==> config.mk <==
export PLATFORM = sky130hd
export DESIGN_NAME = http_response_header_parser
export DESIGN_NICKNAME = d
export VERILOG_FILES = /design/src/hw/rtl/hrp_pkg.sv /design/src/hw/rtl/hrp_front.sv /design/src/hw/rtl/hrp_queue.sv /design/src/hw/rtl/hrp_back.sv /design/src/hw/rtl/http_response_header_parser.sv
export VERILOG_INCLUDE_DIRS = /design/src /design/src/hw/rtl
export SDC_FILE = /design/constraint.sdc
export NUM_CORES = 1
export LEC_CHECK = 0
export BUFFER_PORTS_ARGS = -buffer_cell sky130_fd_sc_hd__buf_2
export CORE_MARGIN = 2
export CORE_UTILIZATION = 54
export CTS_CLUSTER_SIZE = 12
export DETAILED_ROUTE_END_ITERATION = 8
export GPL_ROUTABILITY_DRIVEN = 0
export GPL_TIMING_DRIVEN = 0
export PLACE_DENSITY = 0.81
export SLEW_MARGIN = 30
export SYNTH_ARGS = -nofsm -noshare
export SYNTH_HDL_FRONTEND = slang
export SYNTH_HIERARCHICAL = 1
export SYNTH_SLANG_ARGS = --single-unit
==> constraint.sdc <==
create_clock -name clk -period 4.63 [get_ports clk]
set_clock_uncertainty 0.15 [all_clocks]
set_input_delay 0.463 -clock clk [delete_from_list [all_inputs] [get_ports clk]]
set_output_delay 0.463 -clock clk [all_outputs]
set_load 0.1 [all_outputs]
==> src/hw/rtl/http_response_header_parser_assert.svh <==
// Assertion macros shared by the HTTP response header parser modules.
// Depends on a clock named clk and a synchronous reset named rst in the using scope.
`ifndef HTTP_RESPONSE_HEADER_PARSER_ASSERT_SVH
`define HTTP_RESPONSE_HEADER_PARSER_ASSERT_SVH

// Same-cycle implication, disabled while reset is high.
`define HRP_ASSERT_IMP(label, ante, cons) \
  label: assert property (@(posedge clk) disable iff (rst) (ante) |-> (cons)) \
    else $error("hrp assertion failed");

// Next-cycle implication, disabled while reset is high.
`define HRP_ASSERT_NXT(label, ante, cons) \
  label: assert property (@(posedge clk) disable iff (rst) (ante) |=> (cons)) \
    else $error("hrp assertion failed");

`endif

==> src/hw/rtl/hrp_pkg.sv <==
// Shared types and constants for the HTTP response header parser.
// No dependencies; used by front, queue, back and top level.
`timescale 1ns / 1ps

package hrp_pkg;

  // Result status codes
  localparam logic [1:0] ST_BODY  = 2'd0;
  localparam logic [1:0] ST_BAD   = 2'd1;
  localparam logic [1:0] ST_LOST  = 2'd2;
  localparam logic [1:0] ST_EMPTY = 2'd3;

  // Characters
  localparam logic [7:0] CH_CR    = 8'h0D;
  localparam logic [7:0] CH_LF    = 8'h0A;
  localparam logic [7:0] CH_SP    = 8'h20;
  localparam logic [7:0] CH_TAB   = 8'h09;
  localparam logic [7:0] CH_VT    = 8'h0B;
  localparam logic [7:0] CH_FF    = 8'h0C;
  localparam logic [7:0] CH_PLUS  = 8'h2B;
  localparam logic [7:0] CH_MINUS = 8'h2D;
  localparam logic [7:0] CH_ZERO  = 8'h30;
  localparam logic [7:0] CH_NINE  = 8'h39;

  // Word matching
  localparam int TOKEN_LEN  = 8;
  localparam int KEY_LEN    = 15;
  localparam int KEY_HIT_W  = 16;
  localparam int CHAR_POS_W = 5;

  localparam logic [7:0] VERSION_TOK [TOKEN_LEN] = '{
    "H", "T", "T", "P", "/", "1", ".", "1"
  };
  localparam logic [7:0] KEY_TOK [KEY_LEN] = '{
    "C", "o", "n", "t", "e", "n", "t", "-", "L", "e", "n", "g", "t", "h", ":"
  };

  // Decoupling queue
  localparam int QDEPTH  = 4;
  localparam int QPTR_W  = 2;
  localparam int QCOUNT_W = QPTR_W + 1;

  // One classified byte as handed from the front to the back
  typedef struct packed {
    logic                 closed;
    logic                 is_cr;
    logic                 is_lf;
    logic                 is_space;
    logic                 is_ws;
    logic                 is_plus;
    logic                 is_minus;
    logic                 is_digit;
    logic [3:0]           digit;
    logic [7:0]           data;
    logic [TOKEN_LEN-1:0] ver_hit;
    logic [KEY_HIT_W-1:0] key_hit;
  } item_t;

endpackage

==> src/hw/rtl/hrp_front.sv <==
// Front end: accepts response bytes and classifies them for the back end.
// Depends on hrp_pkg (item_t, character constants, match tables).
`timescale 1ns / 1ps

module hrp_front (
  input  logic          byte_valid,
  output logic          byte_stall,
  input  logic [7:0]    rx_byte,
  input  logic          closed,
  input  logic          q_full,
  output logic          push,
  output hrp_pkg::item_t push_item
);

  assign byte_stall = q_full;
  assign push       = byte_valid && !q_full;

  always_comb begin
    push_item          = '0;
    push_item.closed   = closed;
    push_item.data     = rx_byte;
    push_item.is_cr    = (rx_byte == hrp_pkg::CH_CR);
    push_item.is_lf    = (rx_byte == hrp_pkg::CH_LF);
    push_item.is_space = (rx_byte == hrp_pkg::CH_SP);
    push_item.is_ws    = (rx_byte == hrp_pkg::CH_TAB) || (rx_byte == hrp_pkg::CH_VT) ||
                         (rx_byte == hrp_pkg::CH_FF);
    push_item.is_plus  = (rx_byte == hrp_pkg::CH_PLUS);
    push_item.is_minus = (rx_byte == hrp_pkg::CH_MINUS);
    push_item.is_digit = (rx_byte >= hrp_pkg::CH_ZERO) && (rx_byte <= hrp_pkg::CH_NINE);
    push_item.digit    = rx_byte[3:0];
    // match the byte against every position of both words at once
    for (int i = 0; i < hrp_pkg::TOKEN_LEN; i++) begin
      push_item.ver_hit[i] = (rx_byte == hrp_pkg::VERSION_TOK[i]);
    end
    for (int i = 0; i < hrp_pkg::KEY_LEN; i++) begin
      push_item.key_hit[i] = (rx_byte == hrp_pkg::KEY_TOK[i]);
    end
  end

endmodule

==> src/hw/rtl/hrp_queue.sv <==
// Short FIFO of classified bytes between front and back end.
// Depends on hrp_pkg (item_t, queue depth constants).
`timescale 1ns / 1ps

module hrp_queue (
  input  logic           clk,
  input  logic           rst,
  input  logic           push,
  input  hrp_pkg::item_t push_item,
  input  logic           pop,
  output logic           full,
  output logic           empty,
  output hrp_pkg::item_t head
);

  hrp_pkg::item_t               mem [hrp_pkg::QDEPTH];
  logic [hrp_pkg::QPTR_W-1:0]   wr_ptr;
  logic [hrp_pkg::QPTR_W-1:0]   rd_ptr;
  logic [hrp_pkg::QCOUNT_W-1:0] count;

  assign full  = (count == hrp_pkg::QCOUNT_W'(hrp_pkg::QDEPTH));
  assign empty = (count == '0);
  assign head  = mem[rd_ptr];

  always_ff @(posedge clk) begin
    if (push) begin
      mem[wr_ptr] <= push_item;
    end
  end

  always_ff @(posedge clk) begin
    if (rst) begin
      wr_ptr <= '0;
      rd_ptr <= '0;
      count  <= '0;
    end else begin
      if (push) begin
        wr_ptr <= wr_ptr + 1'b1;
      end
      if (pop) begin
        rd_ptr <= rd_ptr + 1'b1;
      end
      case ({push, pop})
        2'b10:   count <= count + 1'b1;
        2'b01:   count <= count - 1'b1;
        default: count <= count;
      endcase
    end
  end

endmodule

==> src/hw/rtl/hrp_back.sv <==
// Back end: header state machine, length accumulator, body framing, result register.
// Depends on hrp_pkg and http_response_header_parser_assert.svh.
`timescale 1ns / 1ps
`include "http_response_header_parser_assert.svh"

module hrp_back #(
  parameter int LEN_WIDTH = 32
) (
  input  logic           clk,
  input  logic           rst,
  input  logic           q_empty,
  input  hrp_pkg::item_t head,
  output logic           pop,
  output logic           res_valid,
  input  logic           res_stall,
  output logic [1:0]     status,
  output logic [7:0]     body_byte,
  output logic           final_res,
  output logic [30:0]    length_out
);

  // length values never exceed min(2^(LEN_WIDTH-1)-1, 2^31-1): all ones of AW bits
  localparam int AW = (LEN_WIDTH - 1 > 31) ? 31 : LEN_WIDTH - 1;
  localparam int CW = hrp_pkg::CHAR_POS_W;

  logic          in_body, in_body_next;
  logic          cr_pending, cr_pending_next;
  logic          lf_before, lf_before_next;
  logic [1:0]    word_number, word_number_next;
  logic [CW-1:0] char_pos, char_pos_next;
  logic          status_token_ok, status_token_ok_next;
  logic          length_key_ok, length_key_ok_next;
  logic          value_expected, value_expected_next;
  logic          length_known, length_known_next;
  logic          value_negative, value_negative_next;
  logic          digits_ended, digits_ended_next;
  logic          value_started, value_started_next;
  logic [AW-1:0] value_accum, value_accum_next;
  logic [AW-1:0] length_value, length_value_next;
  logic [AW-1:0] body_count, body_count_next;

  logic          emit, terminal, emit_final;
  logic [1:0]    emit_status;
  logic [7:0]    emit_byte;
  logic [AW:0]   count_inc;
  logic [AW+3:0] acc_wide;
  logic [1:0]    word_inc;

  assign pop       = !q_empty && (!res_valid || !res_stall);
  assign count_inc = {1'b0, body_count} + 1'b1;
  assign acc_wide  = ({4'b0, value_accum} << 3) + ({4'b0, value_accum} << 1) +
                     (AW + 4)'(head.digit);
  assign word_inc  = (word_number == 2'd3) ? 2'd3 : word_number + 2'd1;

  always_comb begin
    in_body_next         = in_body;
    cr_pending_next      = cr_pending;
    lf_before_next       = lf_before;
    word_number_next     = word_number;
    char_pos_next        = char_pos;
    status_token_ok_next = status_token_ok;
    length_key_ok_next   = length_key_ok;
    value_expected_next  = value_expected;
    length_known_next    = length_known;
    value_negative_next  = value_negative;
    digits_ended_next    = digits_ended;
    value_started_next   = value_started;
    value_accum_next     = value_accum;
    length_value_next    = length_value;
    body_count_next      = body_count;
    emit                 = 1'b0;
    terminal             = 1'b0;
    emit_final           = 1'b0;
    emit_status          = hrp_pkg::ST_BODY;
    emit_byte            = '0;

    if (head.closed) begin
      emit        = 1'b1;
      terminal    = 1'b1;
      emit_final  = 1'b1;
      emit_status = hrp_pkg::ST_LOST;
    end else if (in_body) begin
      body_count_next = count_inc[AW-1:0];
      emit            = 1'b1;
      emit_byte       = head.data;
      if (count_inc >= {1'b0, length_value}) begin
        terminal   = 1'b1;
        emit_final = 1'b1;
      end
    end else if (cr_pending != head.is_lf) begin
      emit        = 1'b1;
      terminal    = 1'b1;
      emit_final  = 1'b1;
      emit_status = hrp_pkg::ST_BAD;
    end else if (head.is_cr) begin
      cr_pending_next = 1'b1;
    end else begin
      cr_pending_next = 1'b0;
      if (head.is_lf && lf_before) begin
        // blank line: header done
        if (!length_known) begin
          emit        = 1'b1;
          terminal    = 1'b1;
          emit_final  = 1'b1;
          emit_status = hrp_pkg::ST_BAD;
        end else if (length_value == '0) begin
          emit        = 1'b1;
          terminal    = 1'b1;
          emit_final  = 1'b1;
          emit_status = hrp_pkg::ST_EMPTY;
        end else begin
          in_body_next    = 1'b1;
          body_count_next = '0;
        end
      end else begin
        lf_before_next = head.is_lf;
        if (head.is_lf || head.is_space) begin
          word_number_next = word_inc;
          if (value_expected) begin
            value_expected_next = 1'b0;
            if (value_negative && value_accum != '0) begin
              length_known_next = 1'b0;
              length_value_next = '0;
            end else begin
              length_known_next = 1'b1;
              length_value_next = value_accum;
            end
          end else if (word_inc == 2'd1 &&
                       !(status_token_ok && char_pos == CW'(hrp_pkg::TOKEN_LEN))) begin
            emit        = 1'b1;
            terminal    = 1'b1;
            emit_final  = 1'b1;
            emit_status = hrp_pkg::ST_BAD;
          end else if (length_key_ok && char_pos == CW'(hrp_pkg::KEY_LEN)) begin
            value_expected_next = 1'b1;
          end
          char_pos_next        = '0;
          status_token_ok_next = 1'b1;
          length_key_ok_next   = 1'b1;
          value_negative_next  = 1'b0;
          digits_ended_next    = 1'b0;
          value_started_next   = 1'b0;
          value_accum_next     = '0;
        end else begin
          if (char_pos >= CW'(hrp_pkg::TOKEN_LEN) || !head.ver_hit[char_pos[2:0]]) begin
            status_token_ok_next = 1'b0;
          end
          if (char_pos >= CW'(hrp_pkg::KEY_LEN) || !head.key_hit[char_pos[3:0]]) begin
            length_key_ok_next = 1'b0;
          end
          if (char_pos != {CW{1'b1}}) begin
            char_pos_next = char_pos + 1'b1;
          end
          if (value_expected && !digits_ended) begin
            if (!value_started && head.is_ws) begin
              value_started_next = 1'b0;
            end else if (!value_started && (head.is_plus || head.is_minus)) begin
              value_started_next  = 1'b1;
              value_negative_next = head.is_minus;
            end else begin
              value_started_next = 1'b1;
              if (head.is_digit) begin
                // saturate at all ones of AW bits
                value_accum_next = (acc_wide[AW+3:AW] != '0) ? {AW{1'b1}} : acc_wide[AW-1:0];
              end else begin
                digits_ended_next = 1'b1;
              end
            end
          end
        end
      end
    end
  end

  always_ff @(posedge clk) begin
    if (rst || (pop && terminal)) begin
      in_body         <= 1'b0;
      cr_pending      <= 1'b0;
      lf_before       <= 1'b0;
      word_number     <= '0;
      char_pos        <= '0;
      status_token_ok <= 1'b1;
      length_key_ok   <= 1'b1;
      value_expected  <= 1'b0;
      length_known    <= 1'b0;
      value_negative  <= 1'b0;
      digits_ended    <= 1'b0;
      value_started   <= 1'b0;
      value_accum     <= '0;
      length_value    <= '0;
      body_count      <= '0;
    end else if (pop) begin
      in_body         <= in_body_next;
      cr_pending      <= cr_pending_next;
      lf_before       <= lf_before_next;
      word_number     <= word_number_next;
      char_pos        <= char_pos_next;
      status_token_ok <= status_token_ok_next;
      length_key_ok   <= length_key_ok_next;
      value_expected  <= value_expected_next;
      length_known    <= length_known_next;
      value_negative  <= value_negative_next;
      digits_ended    <= digits_ended_next;
      value_started   <= value_started_next;
      value_accum     <= value_accum_next;
      length_value    <= length_value_next;
      body_count      <= body_count_next;
    end
  end

  // Result register
  always_ff @(posedge clk) begin
    if (rst) begin
      res_valid <= 1'b0;
    end else if (pop && emit) begin
      res_valid <= 1'b1;
    end else if (!res_stall) begin
      res_valid <= 1'b0;
    end
  end

  always_ff @(posedge clk) begin
    if (pop && emit) begin
      status     <= emit_status;
      body_byte  <= emit_byte;
      final_res  <= emit_final;
      length_out <= 31'(length_value);
    end
  end

  `HRP_ASSERT_IMP(a_body_len_known, in_body, length_known && length_value != '0)
  `HRP_ASSERT_IMP(a_body_count_below, in_body, body_count < length_value)
  `HRP_ASSERT_IMP(a_term_final, res_valid && status != hrp_pkg::ST_BODY, final_res)
  `HRP_ASSERT_NXT(a_term_clears, pop && terminal, !in_body && word_number == 2'd0)

endmodule

==> src/hw/rtl/http_response_header_parser.sv <==
// HTTP response header parser: front classifier, 4-entry queue, back state machine.
// Each accepted byte is queued, then popped by the back end, which registers its result.
// One byte per cycle unless the queue is full; a queued byte retires each cycle res is free.
// Reset: synchronous active-high rst empties the queue, drops any pending result and
// returns the parser to the header phase. Depends on hrp_pkg, hrp_front, hrp_queue, hrp_back.
`timescale 1ns / 1ps

module http_response_header_parser #(
  parameter int LEN_WIDTH = 32
) (
  input  logic        clk,
  input  logic        rst,
  // byte channel: one transaction per received byte or close mark
  input  logic        byte_valid,
  output logic        byte_stall,
  input  logic [7:0]  rx_byte,
  input  logic        closed,
  // result channel
  output logic        res_valid,
  input  logic        res_stall,
  output logic [1:0]  status,
  output logic [7:0]  body_byte,
  output logic        final_res,
  output logic [30:0] length_out
);

  logic           push;
  logic           pop;
  logic           q_full;
  logic           q_empty;
  hrp_pkg::item_t push_item;
  hrp_pkg::item_t head;

  // Classify each byte on acceptance; stall only when the queue is full.
  hrp_front u_front (
    .byte_valid (byte_valid),
    .byte_stall (byte_stall),
    .rx_byte    (rx_byte),
    .closed     (closed),
    .q_full     (q_full),
    .push       (push),
    .push_item  (push_item)
  );

  // Hold classified transactions so the byte side keeps flowing while results wait.
  hrp_queue u_queue (
    .clk       (clk),
    .rst       (rst),
    .push      (push),
    .push_item (push_item),
    .pop       (pop),
    .full      (q_full),
    .empty     (q_empty),
    .head      (head)
  );

  // Advance header/body state one transaction per cycle while res is free; register any result.
  hrp_back #(
    .LEN_WIDTH (LEN_WIDTH)
  ) u_back (
    .clk        (clk),
    .rst        (rst),
    .q_empty    (q_empty),
    .head       (head),
    .pop        (pop),
    .res_valid  (res_valid),
    .res_stall  (res_stall),
    .status     (status),
    .body_byte  (body_byte),
    .final_res  (final_res),
    .length_out (length_out)
  );

endmodule
==> flow_summary.yaml <==
detailed_routing:
  drtAntennaViolNets: 0
  avgRoutedWirePerCell_um: 20.29
  drtPass1Iterations: 5
  wl_um: 39640
  detail_route.vias_per_cell: 6.239
  first_iter_violations: 1216
  vias: 12190
  drc: 0
place:
  dpl_worst_slack_ps: -305.1
  port_buffers: 52
  placed_cells: 1875
  hpwl_um: 28010
  place_area_um2: 17640
clock_network:
  htree_levels: 2
  cts_tree: "done"
  clock_path_buffers: 3
  cts_buffers: 36
  cts.clk_slew.worst_paths_ps: 60
  clk_latency_ps: 530
  cts-root-buf: "clkbuf_16"
  cts.sinks: 334
die:
  rows: 64
  die-height_um: 180.1
  die-area_um2: 32440
  die_w_um: 180.1
  coreArea_um2: 30590
  initial_core_util: 0.5475
  io_pins: 57
critical_path:
  crit_required_ps: 4850
  reg2reg_depth: 16
  start_kind: "flop"
  r2r-end: "u_back/value_accum[29]"
  setup.worst_path.class: "reg2reg"
  crit_arrival_ps: 4710
  rrSetupSlack_ps: 150
  critPathCaptureType: "flop"
  crit_fanout: 10
logic_synthesis:
  synthesis.nets: 1540
  avgSynthCellArea_um2: 11.78
  netlist_instances: 1422
  ys_warn_count: 6
  syn_area_um2: 16750
layout:
  finalInstanceArea_um2: 18990
  multi_input_area_um2: 7253
  layout.area.seq_um2: 8832
  syn_to_final_growth_pct: 13.41
  fillers: 2304
  final_common_cell: "edfxtp_1"
  final_cell_mix: "214 x edfxtp_1, 119 x nor2_1, 117 x dfxtp_1, 100 x ha_1, 93 x a21oi_1"
  drive_gt1_frac: 0.1670
  stdcell_count: 1954
  final_nets: 1649
run_status:
  status: "complete, no violations"
timing:
  relSlewSlack: 0.3880
  fin_crit_ps: 4481
  setup-tns-final_ps: 0
  clock.fmax_mhz: 223.2
  drv_slew: 0
  final.period_utilization: 0.9678
  tightest_slew_ps: 914.7
  fin_ws_ps: 149.2
  final_hold_viol_count: 0
  finalSetupViolCount: 0
global_route:
  grt_pass1_vias: 12160
  grt_pass1_wl_um: 63080
  groute.usage.overall: 0.2413
  grt_max_degree: 43
  grt_antenna_before_repair: 2
  overflow: 0
worst_hold_path:
  hold_start: "rx_byte[0]"
  min_to: "u_queue/mem[1][32]"
  hold_class: "in2reg"
  whs_path_depth: 1
run:
  cap_violations: 0
power_and_ir_drop:
  leakage_nw: 7.373
  power_density_nw_per_um2: 509.0
  vdd_ir_drop_max_mv: 0.4461
report_power, final:
group	switching (mW)	internal, mW
Sequential	0.109	3.62
Combinational	2.40	0.876
Clock	1.12	1.55
final cells by class:
cell class                      instances  share of cell area
Inverter                               60             0.01186
Tap cell                              396             0.02609
Antenna cell                            1           0.0001317
Multi-Input combinational cell        940              0.3819
Buffer                                 85             0.02997
Timing Repair Buffer                   74             0.02701
Clock inverter                         10            0.005994
Clock buffer                           54             0.05210
Sequential cell                       334              0.4650
sequential cells by signal (all words and copies together) (netlist names), 2 cells and up, named ones only:
register and count:
u_back/body_byte 8, u_back/value_accum 31, u_back/length_value 31, u_queue/count 3, u_queue/rd_ptr 2, u_back/char_pos 5
u_queue/mem 172, u_back/word_number 2, u_back/body_count 31, u_back/length_out 31, u_queue/wr_ptr 2, u_back/status 2
per-stage QoR:
stage          hold slack [ps]  power [mW]  utilization
6_report                 15.64       9.668       0.6210
5_1_grt                  1.424       10.02       0.6209
4_1_cts                  1.558       9.673       0.6160
3_5_place_dp             298.7       6.977       0.5765
3_3_place_gp             288.2       6.850       0.5722
2_1_floorplan            277.7       6.308            -
timing repair:
item / 4_1_cts / 5_1_grt
hold endpoints to repair: 24 / 0
hold buffers: 4 / 0
pin swaps: 3 / 12
resized for setup: 9 / 24
setup endpoints to repair: 107 / 89
buffers inserted: 3 / 10
gates cloned: 0 / 0
worst max-delay path by stage:
stage | endpoint | depth (start not counted) | start | slack (ps)
final | u_back/value_accum[29] | 16 | flop | 150
after global routing | u_back/value_accum[29] | 16 | flop | -5
after CTS | u_back/value_accum[29] | 16 | flop | 30
after detailed placement | u_back/value_accum[17] | 17 | u_back/body_count[6] | -310
after global placement | u_back/value_accum[15] | 17 | u_back/body_count[0] | -230
after floorplan | u_back/value_accum[29] | 13 | flop | 430
critical path: stages, from the launching register on:
cell and delay [ps]:
dfxtp_2 340, buf_12 120, buf_12 100, mux4_2 520
ha_1 320, ha_2 220, fa_2 400, a211oi_2 260
o211ai_1 200, o211ai_1 320, nand3_2 160, a221oi_4 340
nor4_2 110, o41ai_4 350, buf_4 180, buf_6 130
o2111ai_1 110
layer usage:
metal  wire length [um]  global-route usage
met5                 13            0.004444
met4               1530             0.09516
met3               2769             0.04123
met2              19810              0.4239
met1              15520              0.2969
Note: power is estimated with default switching activity, not from simulation.
